[src/rtl/core/brms_pkg.sv]
// brms_pkg: shared widths, limits, job record and back-end state codes for the
// block RMS meter. No dependencies; used by every module under rtl/core.
package brms_pkg;

   // Block limits
   localparam int BLOCK_MAX = 4096;
   localparam int CNT_W     = 13;   // holds 0..BLOCK_MAX

   // Sample path
   localparam int SAMPLE_W  = 32;
   localparam int HALF_W    = 16;
   localparam int MAG_W     = 32;   // |sample| up to 2^31
   localparam int SQ_SHIFT  = 16;   // 32-bit mode squares drop 16 bits
   localparam int PROD_W    = 2 * MAG_W;
   localparam int SQ_W      = PROD_W - SQ_SHIFT;
   localparam int SUM_W     = 59;   // sum of squares never exceeds 2^58

   // Divide and root
   localparam int DREM_W    = CNT_W + 1;
   localparam int ROOT_W    = 30;
   localparam int RAD_W     = 2 * ROOT_W;
   localparam int SREM_W    = ROOT_W + 3;
   localparam int STEP_W    = 6;
   localparam int WIDE_W    = ROOT_W + 8;  // root << 8 before saturation
   localparam int LEVEL_SHIFT = 8;

   // Result
   localparam int LEVEL_W   = 31;
   localparam logic [LEVEL_W-1:0] SAT16 = 31'd32767;
   localparam logic [LEVEL_W-1:0] SAT32 = 31'h7FFF_FFFF;

   // Block queue
   localparam int QDEPTH    = 4;
   localparam int QPTR_W    = 2;
   localparam int QCNT_W    = 3;

   // Sample width mode codes
   localparam logic MODE_16 = 1'b0;
   localparam logic MODE_32 = 1'b1;

   // One finished block, handed from front to back
   typedef struct packed {
      logic [SUM_W-1:0] sum;
      logic [CNT_W-1:0] count;
      logic             overflow;
      logic             mode;
   } job_type;

   typedef enum logic [1:0] {
      BK_IDLE,
      BK_DIV,
      BK_ROOT,
      BK_FIN
   } back_state_type;

endpackage

[src/rtl/core/brms_front.sv]
// brms_front: sample intake, width mode register, squaring pipe and accumulator.
// Pushes one brms_pkg::job_type per finished block into the block queue.
// Depends on brms_pkg.
module brms_front (
   input  logic                           clock,
   input  logic                           reset,
   input  logic                           req_valid,
   output logic                           req_ready,
   input  logic [brms_pkg::SAMPLE_W-1:0]  req_sample_value,
   input  logic                           req_block_end,
   input  logic                           csr_write_enable,
   input  logic                           csr_write_data,
   input  logic [brms_pkg::QCNT_W-1:0]    q_count,
   output logic                           push_valid,
   output brms_pkg::job_type              push_job
);

   logic                          mode_ff, mode_in;
   logic [brms_pkg::CNT_W-1:0]    cnt_ff, cnt_in;
   logic                          ovf_ff, ovf_in;

   // stage 1: magnitude
   logic                          s1_valid_ff, s1_end_ff, s1_keep_ff, s1_mode_ff, s1_ovf_ff;
   logic [brms_pkg::MAG_W-1:0]    s1_mag_ff, s1_mag_in;
   logic [brms_pkg::CNT_W-1:0]    s1_cnt_ff;

   // stage 2: scaled square
   logic                          s2_valid_ff, s2_end_ff, s2_mode_ff, s2_ovf_ff;
   logic [brms_pkg::SQ_W-1:0]     s2_sq_ff, s2_sq_in;
   logic [brms_pkg::CNT_W-1:0]    s2_cnt_ff;

   logic [brms_pkg::SUM_W-1:0]    sum_ff, sum_in, sum_total;

   logic                          accept, keep;
   logic [brms_pkg::CNT_W-1:0]    cnt_next;
   logic                          ovf_next;
   logic [brms_pkg::HALF_W:0]     mag16;
   logic [brms_pkg::SAMPLE_W:0]   mag32;
   logic [brms_pkg::PROD_W-1:0]   product;
   logic [brms_pkg::QCNT_W:0]     pending;

   // Block-end beats already in the pipe hold a queue slot in advance
   assign pending = {1'b0, q_count}
                  + (brms_pkg::QCNT_W+1)'(s1_valid_ff & s1_end_ff)
                  + (brms_pkg::QCNT_W+1)'(s2_valid_ff & s2_end_ff);
   assign req_ready = pending < (brms_pkg::QCNT_W+1)'(brms_pkg::QDEPTH);
   assign accept    = req_valid & req_ready;

   assign keep     = cnt_ff < brms_pkg::CNT_W'(brms_pkg::BLOCK_MAX);
   assign cnt_next = keep ? cnt_ff + 1'b1 : cnt_ff;
   assign ovf_next = ovf_ff | ~keep;

   // two's complement magnitude of the active sample width
   always_comb begin
      mag16 = req_sample_value[brms_pkg::HALF_W-1]
            ? (17'h1_0000 - {1'b0, req_sample_value[brms_pkg::HALF_W-1:0]})
            : {1'b0, req_sample_value[brms_pkg::HALF_W-1:0]};
      mag32 = req_sample_value[brms_pkg::SAMPLE_W-1]
            ? (33'h1_0000_0000 - {1'b0, req_sample_value})
            : {1'b0, req_sample_value};
      s1_mag_in = (mode_ff == brms_pkg::MODE_32) ? mag32[brms_pkg::MAG_W-1:0]
                                                 : brms_pkg::MAG_W'(mag16);
   end

   always_comb begin
      mode_in = csr_write_enable ? csr_write_data : mode_ff;
      cnt_in  = cnt_ff;
      ovf_in  = ovf_ff;
      if (accept) begin
         cnt_in = req_block_end ? '0 : cnt_next;
         ovf_in = req_block_end ? 1'b0 : ovf_next;
      end
   end

   assign product = s1_mag_ff * s1_mag_ff;
   always_comb begin
      if (!s1_keep_ff) begin
         s2_sq_in = '0;
      end else if (s1_mode_ff == brms_pkg::MODE_32) begin
         s2_sq_in = product[brms_pkg::PROD_W-1:brms_pkg::SQ_SHIFT];
      end else begin
         s2_sq_in = product[brms_pkg::SQ_W-1:0];
      end
   end

   assign sum_total  = sum_ff + brms_pkg::SUM_W'(s2_sq_ff);
   assign push_valid = s2_valid_ff & s2_end_ff;
   assign push_job   = '{sum: sum_total, count: s2_cnt_ff, overflow: s2_ovf_ff,
                         mode: s2_mode_ff};

   always_comb begin
      sum_in = sum_ff;
      if (s2_valid_ff) begin
         sum_in = s2_end_ff ? '0 : sum_total;
      end
   end

   always_ff @(posedge clock) begin
      if (reset) begin
         mode_ff     <= brms_pkg::MODE_16;
         cnt_ff      <= '0;
         ovf_ff      <= 1'b0;
         s1_valid_ff <= 1'b0;
         s2_valid_ff <= 1'b0;
         sum_ff      <= '0;
      end else begin
         mode_ff     <= mode_in;
         cnt_ff      <= cnt_in;
         ovf_ff      <= ovf_in;
         s1_valid_ff <= accept;
         s2_valid_ff <= s1_valid_ff;
         sum_ff      <= sum_in;
      end
   end

   always_ff @(posedge clock) begin
      if (accept) begin
         s1_mag_ff  <= s1_mag_in;
         s1_end_ff  <= req_block_end;
         s1_keep_ff <= keep;
         s1_mode_ff <= mode_ff;
         s1_cnt_ff  <= cnt_next;
         s1_ovf_ff  <= ovf_next;
      end
      if (s1_valid_ff) begin
         s2_sq_ff   <= s2_sq_in;
         s2_end_ff  <= s1_end_ff;
         s2_mode_ff <= s1_mode_ff;
         s2_cnt_ff  <= s1_cnt_ff;
         s2_ovf_ff  <= s1_ovf_ff;
      end
   end

endmodule

[src/rtl/core/brms_queue.sv]
// brms_queue: small FIFO of finished-block jobs between front and back.
// Depends on brms_pkg.
module brms_queue (
   input  logic                        clock,
   input  logic                        reset,
   input  logic                        push_valid,
   input  brms_pkg::job_type           push_job,
   input  logic                        pop,
   output brms_pkg::job_type           head,
   output logic                        empty,
   output logic [brms_pkg::QCNT_W-1:0] count
);

   brms_pkg::job_type              entry_ff [brms_pkg::QDEPTH];
   logic [brms_pkg::QPTR_W-1:0]    wr_ptr_ff, wr_ptr_in;
   logic [brms_pkg::QPTR_W-1:0]    rd_ptr_ff, rd_ptr_in;
   logic [brms_pkg::QCNT_W-1:0]    count_ff, count_in;

   assign head  = entry_ff[rd_ptr_ff];
   assign empty = count_ff == '0;
   assign count = count_ff;

   always_comb begin
      wr_ptr_in = push_valid ? wr_ptr_ff + 1'b1 : wr_ptr_ff;
      rd_ptr_in = pop ? rd_ptr_ff + 1'b1 : rd_ptr_ff;
      count_in  = count_ff + brms_pkg::QCNT_W'(push_valid) - brms_pkg::QCNT_W'(pop);
   end

   always_ff @(posedge clock) begin
      if (reset) begin
         wr_ptr_ff <= '0;
         rd_ptr_ff <= '0;
         count_ff  <= '0;
      end else begin
         wr_ptr_ff <= wr_ptr_in;
         rd_ptr_ff <= rd_ptr_in;
         count_ff  <= count_in;
      end
   end

   always_ff @(posedge clock) begin
      if (push_valid) begin
         entry_ff[wr_ptr_ff] <= push_job;
      end
   end

endmodule

[src/rtl/core/brms_back.sv]
// brms_back: per-block mean (radix-2 restoring divide), integer square root
// (two bits per step), scaling/saturation and the result register.
// Depends on brms_pkg.
module brms_back (
   input  logic                           clock,
   input  logic                           reset,
   input  logic                           q_empty,
   input  brms_pkg::job_type              q_head,
   output logic                           q_pop,
   output logic                           rsp_valid,
   input  logic                           rsp_ready,
   output logic [brms_pkg::LEVEL_W-1:0]   rsp_rms_level,
   output logic                           rsp_block_overflow
);

   brms_pkg::back_state_type      state_ff, state_in;
   logic [brms_pkg::STEP_W-1:0]   step_ff, step_in;
   logic [brms_pkg::CNT_W-1:0]    den_ff, den_in;
   logic [brms_pkg::DREM_W-1:0]   drem_ff, drem_in;
   logic [brms_pkg::SUM_W-1:0]    quo_ff, quo_in;
   logic [brms_pkg::RAD_W-1:0]    rad_ff, rad_in;
   logic [brms_pkg::ROOT_W-1:0]   root_ff, root_in;
   logic [brms_pkg::SREM_W-1:0]   srem_ff, srem_in;
   logic                          mode_ff, mode_in;
   logic                          ovf_ff, ovf_in;
   logic                          rsp_valid_ff, rsp_valid_in;
   logic [brms_pkg::LEVEL_W-1:0]  level_ff, level_in;
   logic                          rsp_ovf_ff, rsp_ovf_in;

   logic [brms_pkg::DREM_W-1:0]   drem_sh;
   logic                          div_ge;
   logic [brms_pkg::SREM_W-1:0]   srem_sh, trial;
   logic                          root_ge;
   logic [brms_pkg::WIDE_W-1:0]   root_wide;
   logic [brms_pkg::LEVEL_W-1:0]  level_calc;
   logic                          out_free;

   assign rsp_valid          = rsp_valid_ff;
   assign rsp_rms_level      = level_ff;
   assign rsp_block_overflow = rsp_ovf_ff;
   assign out_free           = ~rsp_valid_ff | rsp_ready;

   // one quotient bit per step
   assign drem_sh = {drem_ff[brms_pkg::DREM_W-2:0], quo_ff[brms_pkg::SUM_W-1]};
   assign div_ge  = drem_sh >= {1'b0, den_ff};

   // one root bit per step
   assign srem_sh = {srem_ff[brms_pkg::SREM_W-3:0],
                     rad_ff[brms_pkg::RAD_W-1:brms_pkg::RAD_W-2]};
   assign trial   = brms_pkg::SREM_W'({root_ff, 2'b01});
   assign root_ge = srem_sh >= trial;

   always_comb begin
      root_wide = brms_pkg::WIDE_W'(root_ff) << brms_pkg::LEVEL_SHIFT;
      if (mode_ff == brms_pkg::MODE_32) begin
         level_calc = (root_wide > brms_pkg::WIDE_W'(brms_pkg::SAT32))
                    ? brms_pkg::SAT32 : root_wide[brms_pkg::LEVEL_W-1:0];
      end else begin
         level_calc = (brms_pkg::LEVEL_W'(root_ff) > brms_pkg::SAT16)
                    ? brms_pkg::SAT16 : brms_pkg::LEVEL_W'(root_ff);
      end
   end

   always_comb begin
      state_in     = state_ff;
      step_in      = step_ff;
      den_in       = den_ff;
      drem_in      = drem_ff;
      quo_in       = quo_ff;
      rad_in       = rad_ff;
      root_in      = root_ff;
      srem_in      = srem_ff;
      mode_in      = mode_ff;
      ovf_in       = ovf_ff;
      level_in     = level_ff;
      rsp_ovf_in   = rsp_ovf_ff;
      rsp_valid_in = rsp_valid_ff & ~rsp_ready;
      q_pop        = 1'b0;
      unique case (state_ff)
         brms_pkg::BK_IDLE: begin
            if (!q_empty) begin
               q_pop    = 1'b1;
               den_in   = q_head.count;
               quo_in   = q_head.sum;
               drem_in  = '0;
               mode_in  = q_head.mode;
               ovf_in   = q_head.overflow;
               step_in  = '0;
               state_in = brms_pkg::BK_DIV;
            end
         end
         brms_pkg::BK_DIV: begin
            drem_in = div_ge ? drem_sh - {1'b0, den_ff} : drem_sh;
            quo_in  = {quo_ff[brms_pkg::SUM_W-2:0], div_ge};
            step_in = step_ff + 1'b1;
            if (step_ff == brms_pkg::STEP_W'(brms_pkg::SUM_W - 1)) begin
               // empty count gives a zero mean
               rad_in   = (den_ff == '0) ? '0 : brms_pkg::RAD_W'(quo_in);
               root_in  = '0;
               srem_in  = '0;
               step_in  = '0;
               state_in = brms_pkg::BK_ROOT;
            end
         end
         brms_pkg::BK_ROOT: begin
            srem_in = root_ge ? srem_sh - trial : srem_sh;
            root_in = {root_ff[brms_pkg::ROOT_W-2:0], root_ge};
            rad_in  = rad_ff << 2;
            step_in = step_ff + 1'b1;
            if (step_ff == brms_pkg::STEP_W'(brms_pkg::ROOT_W - 1)) begin
               state_in = brms_pkg::BK_FIN;
            end
         end
         brms_pkg::BK_FIN: begin
            if (out_free) begin
               level_in     = level_calc;
               rsp_ovf_in   = ovf_ff;
               rsp_valid_in = 1'b1;
               state_in     = brms_pkg::BK_IDLE;
            end
         end
         default: begin
            state_in = brms_pkg::BK_IDLE;
         end
      endcase
   end

   always_ff @(posedge clock) begin
      if (reset) begin
         state_ff     <= brms_pkg::BK_IDLE;
         rsp_valid_ff <= 1'b0;
      end else begin
         state_ff     <= state_in;
         rsp_valid_ff <= rsp_valid_in;
      end
   end

   always_ff @(posedge clock) begin
      step_ff    <= step_in;
      den_ff     <= den_in;
      drem_ff    <= drem_in;
      quo_ff     <= quo_in;
      rad_ff     <= rad_in;
      root_ff    <= root_in;
      srem_ff    <= srem_in;
      mode_ff    <= mode_in;
      ovf_ff     <= ovf_in;
      level_ff   <= level_in;
      rsp_ovf_ff <= rsp_ovf_in;
   end

endmodule

[src/rtl/core/block_rms_meter.sv]
// block_rms_meter: top level of the block RMS meter.
// Instantiates brms_front, brms_queue and brms_back; depends on brms_pkg.
//
//   channel  | handshake              | beat contents
//   ---------+------------------------+-----------------------------------------
//   req      | req_valid / req_ready  | req_sample_value[31:0], req_block_end
//   rsp      | rsp_valid / rsp_ready  | rsp_rms_level[30:0], rsp_block_overflow
//   csr      | csr_write_enable       | csr_write_data (sample width mode)
//
// Flow: the front takes one sample beat per cycle while req_ready is high; each
// beat is registered as a magnitude, then squared and summed. A block-end beat
// hands its sum, count, overflow flag and width mode to a four-entry job queue.
// The back serves one job at a time: 59 restoring-divide steps for the mean,
// 30 two-bit square root steps and the result load, so it bounds the block rate.
// Stalls: req_ready drops only while the queue and the block ends still in the
// squaring pipe fill all four slots. A held result stops the front only via the queue.
// Reset (synchronous) clears the mode to 16-bit, the sum, count and overflow
// flag, the queue, and the result valid; no clearing pass is needed.
module block_rms_meter (
   input  logic                           clock,
   input  logic                           reset,
   input  logic                           req_valid,
   output logic                           req_ready,
   input  logic [brms_pkg::SAMPLE_W-1:0]  req_sample_value,
   input  logic                           req_block_end,
   output logic                           rsp_valid,
   input  logic                           rsp_ready,
   output logic [brms_pkg::LEVEL_W-1:0]   rsp_rms_level,
   output logic                           rsp_block_overflow,
   input  logic                           csr_write_enable,
   input  logic                           csr_write_data
);

   logic                           push_valid;
   brms_pkg::job_type              push_job;
   logic                           q_pop;
   brms_pkg::job_type              q_head;
   logic                           q_empty;
   logic [brms_pkg::QCNT_W-1:0]    q_count;

   // front: width mode, magnitude, square, accumulate, block close-out
   brms_front u_front (
      .clock            (clock),
      .reset            (reset),
      .req_valid        (req_valid),
      .req_ready        (req_ready),
      .req_sample_value (req_sample_value),
      .req_block_end    (req_block_end),
      .csr_write_enable (csr_write_enable),
      .csr_write_data   (csr_write_data),
      .q_count          (q_count),
      .push_valid       (push_valid),
      .push_job         (push_job)
   );

   // finished blocks waiting for the divider
   brms_queue u_queue (
      .clock      (clock),
      .reset      (reset),
      .push_valid (push_valid),
      .push_job   (push_job),
      .pop        (q_pop),
      .head       (q_head),
      .empty      (q_empty),
      .count      (q_count)
   );

   // back: mean, root, scale and saturate, result register
   brms_back u_back (
      .clock              (clock),
      .reset              (reset),
      .q_empty            (q_empty),
      .q_head             (q_head),
      .q_pop              (q_pop),
      .rsp_valid          (rsp_valid),
      .rsp_ready          (rsp_ready),
      .rsp_rms_level      (rsp_rms_level),
      .rsp_block_overflow (rsp_block_overflow)
   );

endmodule
[config.mk]
export PLATFORM = sky130hd
export DESIGN_NAME = block_rms_meter
export DESIGN_NICKNAME = d
export VERILOG_FILES = /design/src/rtl/core/brms_pkg.sv /design/src/rtl/core/brms_front.sv /design/src/rtl/core/brms_queue.sv /design/src/rtl/core/brms_back.sv /design/src/rtl/core/block_rms_meter.sv
export SDC_FILE = /design/constraint.sdc
export NUM_CORES = 2
export LEC_CHECK = 0
export BUFFER_PORTS_ARGS = -buffer_cell sky130_fd_sc_hd__buf_2
export CAP_MARGIN = 20
export CORE_MARGIN = 4
export CORE_UTILIZATION = 56
export CTS_CLUSTER_DIAMETER = 150
export DETAILED_ROUTE_END_ITERATION = 12
export PLACE_DENSITY = 0.69
export SLEW_MARGIN = 20
export SYNTH_ARGS = -nofsm -noshare
export SYNTH_HDL_FRONTEND = slang
export SYNTH_SLANG_ARGS = --single-unit
[constraint.sdc]
create_clock -name clock -period 10.71 [get_ports clock]
set_input_delay 2.142 -clock clock [delete_from_list [all_inputs] [get_ports clock]]
set_output_delay 2.142 -clock clock [all_outputs]
set_load 0.05 [all_outputs]
== Word level (Yosys, flattened, before mapping) ==
Memory sizes are Yosys's and may differ from the RTL's. A register that Yosys moved wholly into a read port is not among the register bits.
Index checks and enable logic that the tools add are counted.

* Input bits: 39
* Logic and storage cells: 129
* Flip-flop bits (word level): 445
* Output and inout bits: 34
* Bits in writable memories: 296
* Memories: 1

{| class="wikitable"
|+ Memories
! name !! words !! bits a word !! read ports !! clocked after memory_dff !! wr ports !! line !! source
|-
| u_queue.entry_ff || 4 || 74 || 1 || 1 || 1 || brms_queue.sv:14 || <nowiki>brms_pkg::job_type entry_ff [brms_pkg::QDEPTH];</nowiki>
|}

* Eq/ne operators: 9
* Muxes and demuxes: 40
* Bitwise operators: 11
* Add/subtract/negate cells: 13
* Reductions and logical operators: 13
* $lt $le $gt $ge: 6
* Multipliers: 1

{| class="wikitable"
|+ Operators with widths
! cell !! count
|-
| 59-bit two-way mux || 3
|-
| 31-bit two-way mux || 5
|-
| 60-bit case mux with 2 select lines || 1
|-
| 59-bit case mux with 2 select lines || 1
|-
| 32-bit by 32-bit multiplier with 64-bit output || 1
|-
| 31-bit case mux with 2 select lines || 1
|-
| 30-bit two-way mux || 2
|-
| 60-bit two-way mux || 1
|-
| 30-bit case mux with 2 select lines || 1
|-
| 59-bit by 48-bit adder with 59-bit output || 1
|-
| 13-bit two-way mux || 4
|-
| 48-bit two-way mux || 1
|-
| 38-bit by 31-bit > comparator with 1-bit output (second input constant) || 1
|-
| 17-bit two-way mux || 2
|-
| 33-bit by 32-bit greater-or-equal comparator with 1-bit output || 1
|-
| 1-bit by 32-bit subtractor with 32-bit output (first input constant) || 1
|-
| 31-bit subtractor || 1
|-
| 30-bit by 15-bit > comparator with 1-bit output (second input constant) || 1
|-
| 13-bit case mux with 2 select lines || 1
|-
| 6-bit case mux with 3 select lines || 1
|-
| 17-bit by 16-bit subtractor with 17-bit output (first input constant) || 1
|-
| 14-bit by 13-bit greater-or-equal comparator with 1-bit output || 1
|-
| 13-bit by 1-bit adder with 13-bit output (second input constant) || 1
|-
| 13-bit logical NOT || 1
|-
| 28 further kinds || 58
|}

== Logic depth before layout (Yosys ltp) ==
* Depth in word-level cells: 5
* Gate-level depth with buffers: 32
* Depth with buffers taken out: 30

== Modules after synthesis ==
From an unflattened synthesis, not the netlist that was laid out.

* Cells, all modules: 5812
* Area total of the unflattened synthesis: 64231.6 um^2

{| class="wikitable"
|+ By module, submodules not included
! module !! times used !! area an instance (um^2) !! cells each !! sequential area each (um^2)
|-
| brms_front || 1 || 40495.1 || 4394 || 4914.7
|-
| brms_back || 1 || 12623.4 || 991 || 7447.1
|-
| brms_queue || 1 || 11113.2 || 427 || 9068.7
|}

== Least setup slack after synthesis ==
No wires, ideal clock.

* Path type: register -> register
* Start point: register u_front.s1_mag_ff[2] in the netlist's numbering
* End point: register u_front.s2_sq_ff[44] in the netlist's numbering, data pin
* Data arrival time: 7.808 ns
* Stages on the path, launching flop included: 29
* Buffers on the path: 3
* Clock period less this slack: 7.943 ns
* Data required time: 10.575 ns
* Slack: 2.767 ns
* Library setup time: 0.135 ns
* Cell sequence: edfxtp_1 clkbuf_1 clkbuf_1 nand2_1 inv_1 fa_1 fa_1 inv_1 fa_1 fa_1 inv_1 fa_1 fa_1 fa_1 inv_1 fa_1 inv_1 ha_1 buf_2 nand4_1 or2_2 nor3_2 o311ai_4 a2111oi_4 o31ai_2 o21ai_2 a2111oi_1 or4_1 nand3_1

* Word-level cells in the longest chain between the ends: 2

{| class="wikitable"
|+ RTL lines
! item !! line !! source
|-
| from (decl) || brms_front.sv:24 || <nowiki>logic [brms_pkg::MAG_W-1:0] s1_mag_ff, s1_mag_in;</nowiki>
|-
| from (signal assigned) || brms_front.sv:118 || <nowiki>s1_mag_ff <= s1_mag_in;</nowiki>
|-
| 32-bit by 32-bit multiplier with 64-bit output || brms_front.sv:75 || <nowiki>assign product = s1_mag_ff * s1_mag_ff;</nowiki>
|-
| 48-bit two-way mux || brms_front.sv:79 || <nowiki>end else if (s1_mode_ff == brms_pkg::MODE_32) begin</nowiki>
|-
| to (signal assigned) || brms_front.sv:126 || <nowiki>s2_sq_ff <= s2_sq_in;</nowiki>
|-
| to (decl) || brms_front.sv:29 || <nowiki>logic [brms_pkg::SQ_W-1:0] s2_sq_ff, s2_sq_in;</nowiki>
|}

No other way between the ends.
A chain may end at the register's enable or synchronous reset.

== Worst setup path after layout ==
* Start point: register u_front.s1_mag_ff[7] in the netlist's numbering
* End point: register u_front.s2_sq_ff[44] in the netlist's numbering, data pin

Same word-level chain as after synthesis.

==> metrics.csv <==
stage,metric,value,unit
timing,summed negative setup slack over all endpoints,0,ps
synthesis,number of flops mapped to enable cells by yosys,655,
clock_tree,"Clk pin slew, worst setup/hold paths",60,ps
die,Die X,345.1,um
synthesis,Post-Syn Nets,6911,
detailed_routing,via-per-instance ratio,5.600,
clock_tree,clock tree from TritonCTS,done,
die,die span in y,345.1,um
timing,Max Slew Vio Count,0,
detailed_routing,Post-DRT Antenna Nets,0,
detailed_routing,final wirelength,147500,um
cells_and_area,FF/Latch Area,21440,sq um
synthesis,"Seq/Total Area, Yosys",0.3368,
global_routing,"Remaining Overflow, GRT",0,
timing,Setup Viol. Count Final,0,
setup_path,Max Fanout on Critical Path,25,
die,std cell rows,123,
timing,shortest clock period the worst path allows after layout,9036,ps
placement,weighted congestion at the end of routability-driven global placement,0.9358,
timing,Worst Skew,49.78,ps
detailed_routing,DR iter-0 viols,2941,
global_routing,number of antenna violations at the first check in global routing,3,
min_path,classification of the worst-slack hold path,flip-flop to flip-flop,
synthesis,Most used DFF post-synth,sky130_fd_sc_hd__edfxtp_1,
timing,unrepaired setup endpoints after global routing,false,
synthesis,post-synthesis average cell area,11.24,sq um
timing,highest achievable clock rate,0.1107,GHz
setup_path,CP required,11250,ps
setup_path,cell count of the worst reg-to-reg path,26,
cells_and_area,layout cells sized above 1,0.08170,
run,max cap viols,0,
synthesis,post-synthesis instance area,63620,sq um
synthesis,Yosys warnings,0,
placement,detailed placer's ending HPWL,110700,um
die,die footprint,119100,sq um
setup_path,capture instance of the worst register-to-register path,u_front.s2_sq_ff[44],
setup_path,worst setup path endpoint,u_front.s2_sq_ff[44],
global_routing,GRT Resource Usage Total,0.2509,
detailed_routing,number of DRC violations after detailed routing,0,
cells_and_area,combined area of the multi-input logic cells,37230,sq um
setup_path,data arrival time of the critical path,9570,ps
min_path,startpoint of the tightest hold check path,u_front.s1_cnt_ff[11],
die,number of top-level pins,73,
die,placeable core region,112700,sq um
clock_tree,post-cts hold buffer count,0,
clock_tree,clock buffers created by TritonCTS,81,
timing,Slew HR,0.2082,
cells_and_area,filler cell count,9020,
clock_tree,clock latency on the worst-skew pair,670,ps
synthesis,cell count after synthesis,5661,
cells_and_area,nets@finish,6910,
placement,Port Buffers,72,
synthesis,count of state elements after synthesis,743,
global_routing,via count of the first global-routing pass,43411,
clock_tree,number of clock sinks seen by CTS,743,
global_routing,wire length of the first global-routing pass,238200,um
timing,transition at the pin with the smallest max-transition slack,1188,ps
setup_path,FF-to-FF Start,u_front.s1_mag_ff[7],
clock_tree,"Gates resized, CTS repair",0,
global_routing,maximum number of pins on one net before global-route repair,82,
timing,post-route clock period utilization,0.8437,
clock_tree,number of post-CTS setup repair buffers,0,
cells_and_area,"commonest non-fill, non-tap cell in the layout",sky130_fd_sc_hd__inv_1,
clock_tree,clk root buf,sky130_fd_sc_hd__clkbuf_16,
clock_tree,Max Buffers Root-to-Sink,3,
setup_path,kind of start point of the critical path,flip-flop,
setup_path,capturing element type of the critical path,flip-flop,
status,result of the run,completed,
detailed_routing,WL per Instance,20.40,um
cells_and_area,signed area change from the synthesized netlist to the final layout,7.603,%
setup_path,Crit. Startpoint,u_front.s1_mag_ff[7],
synthesis,"Distinct cells, synth",96,
setup_path,type of the worst setup path,flip-flop to flip-flop,
clock_tree,H-tree depth,3,
setup_path,Register-to-Register Setup Slack,1670,ps
timing,total count of hold-check failures in the final report,0,
cells_and_area,most used cells in the layout excluding fill and tap cells,"sky130_fd_sc_hd__inv_1 (1104), sky130_fd_sc_hd__fa_1 (799), sky130_fd_sc_hd__edfxtp_1 (655)",
detailed_routing,drt first pass iters,5,
die,Initial Utilization,0.5648,
detailed_routing,overall via count from detail_route,40504,
synthesis,Async SR Flop Fraction,0,
layout make-up:
type / count / share of cell area
antenna: 5 / 0.0001828
clock buffer: 96 / 0.03149
clock inverter: 55 / 0.01009
inverter: 1112 / 0.06117
multi-input combinational: 3585 / 0.5438
sequential: 743 / 0.3132
tap: 1500 / 0.02741
timing repair buffer: 137 / 0.01268
worst min path at each step:
stage | end | slack, ps | cells past startpoint
floorplan | u_back.rsp_block_overflow | 400 | 0
global placement | u_back.rsp_block_overflow | 400 | 0
detailed placement | u_front.s2_cnt_ff[11] | 410 | 0
CTS | u_front.s2_cnt_ff[11] | 410 | 0
global route | u_front.s2_cnt_ff[1] | 420 | 0
finish | u_front.s2_cnt_ff[11] | 410 | 0
through the flow:
| step | std cells | utilization | setup slack, ps | area (sq um) | hold slack (ps) |
|---|---|---|---|---|---|
| 6_report | 7233 | 0.6077 | 1674 | 68460 | 411.9 |
| 5_1_grt | 7228 | 0.6076 | 1311 | 68450 | 424.9 |
| 4_1_cts | 7227 | 0.6074 | 1681 | 68420 | 414.9 |
| 3_5_place_dp | 7076 | 0.5821 | 1708 | 65580 | 405.6 |
| 3_3_place_gp | 7076 | 0.5821 | 1733 | 65580 | 401.6 |
| 2_1_floorplan | 5661 | - | 2767 | 63620 | 400.3 |
sequential cells by signal, summed over array words and instances, names as in the netlist, 30 cells and up, named ones only:
name                  flops
u_back.quo_ff            59
u_back.rad_ff            60
u_back.root_ff           30
u_back.rsp_rms_level     31
u_back.srem_ff           31
u_front.s1_mag_ff        32
u_front.s2_sq_ff         48
u_front.sum_ff           59
u_queue.entry_ff        296
routing by layer:
metal | vias up | GRT usage | share of wire
met5 | - | 0 | 0
met4 | 0 | 0.07089 | 0.027
met3 | 240 | 0.03943 | 0.060
met2 | 1155 | 0.4169 | 0.48
met1 | 20478 | 0.3456 | 0.43
li1 | 18631 | - | -
critical path, stage by stage (launching register included):
cell                        delay [ps]
sky130_fd_sc_hd__edfxtp_1          320
sky130_fd_sc_hd__buf_4             380
sky130_fd_sc_hd__clkinv_1          530
sky130_fd_sc_hd__nor2_1            380
sky130_fd_sc_hd__fa_1              500
sky130_fd_sc_hd__fa_1              510
sky130_fd_sc_hd__fa_1              510
sky130_fd_sc_hd__inv_1              50
sky130_fd_sc_hd__fa_1              530
sky130_fd_sc_hd__inv_1              50
sky130_fd_sc_hd__fa_1              510
sky130_fd_sc_hd__fa_1              440
sky130_fd_sc_hd__fa_1              540
sky130_fd_sc_hd__inv_1              50
sky130_fd_sc_hd__fa_1              530
sky130_fd_sc_hd__inv_1              40
sky130_fd_sc_hd__ha_1              460
sky130_fd_sc_hd__nand4_1           170
sky130_fd_sc_hd__or2_2             380
sky130_fd_sc_hd__nor3_2            230
sky130_fd_sc_hd__o311ai_4          170
sky130_fd_sc_hd__a2111oi_4         540
sky130_fd_sc_hd__o31ai_2           170
sky130_fd_sc_hd__o21ai_2           200
sky130_fd_sc_hd__a2111oi_1         120
sky130_fd_sc_hd__or4_1             480
sky130_fd_sc_hd__nand3_1            90
logic make-up (layout without fill, tap and decap cells):
family                   count (synthesis)  in the layout  synth area share
multiplexers                           188            188           0.04535
AND/OR/NAND/NOR                       1211           1211           0.09414
flip-flops                             743            743            0.3368
adder cells (fa/ha/maj)               1211           1211            0.3324
buffers and inverters                 1333           1400           0.07941
other                                    0              5                 0
AO/OA/AOI/OAI                          737            737           0.07909
XOR/XNOR                               238            238           0.03276
synth_stat cells, types with 88 or more instances:
cell type                     n  area, sq um
sky130_fd_sc_hd__a21o_1      88        660.6
sky130_fd_sc_hd__a21oi_1    193        965.9
sky130_fd_sc_hd__and2_1     282         1764
sky130_fd_sc_hd__clkbuf_1   196        735.7
sky130_fd_sc_hd__dfxtp_1     88         1762
sky130_fd_sc_hd__edfxtp_1   655        19670
sky130_fd_sc_hd__fa_1       799        16000
sky130_fd_sc_hd__ha_1       412         5155
sky130_fd_sc_hd__inv_1     1106         4151
sky130_fd_sc_hd__nand2_1    379         1423
sky130_fd_sc_hd__nor2_1     264        991.0
sky130_fd_sc_hd__xnor2_1    145         1270
sky130_fd_sc_hd__xor2_1      93        814.5
Power is left out: the tool's default activity adds up to more than one toggle a clock period on the data nets, which glitch-free logic cannot reach.
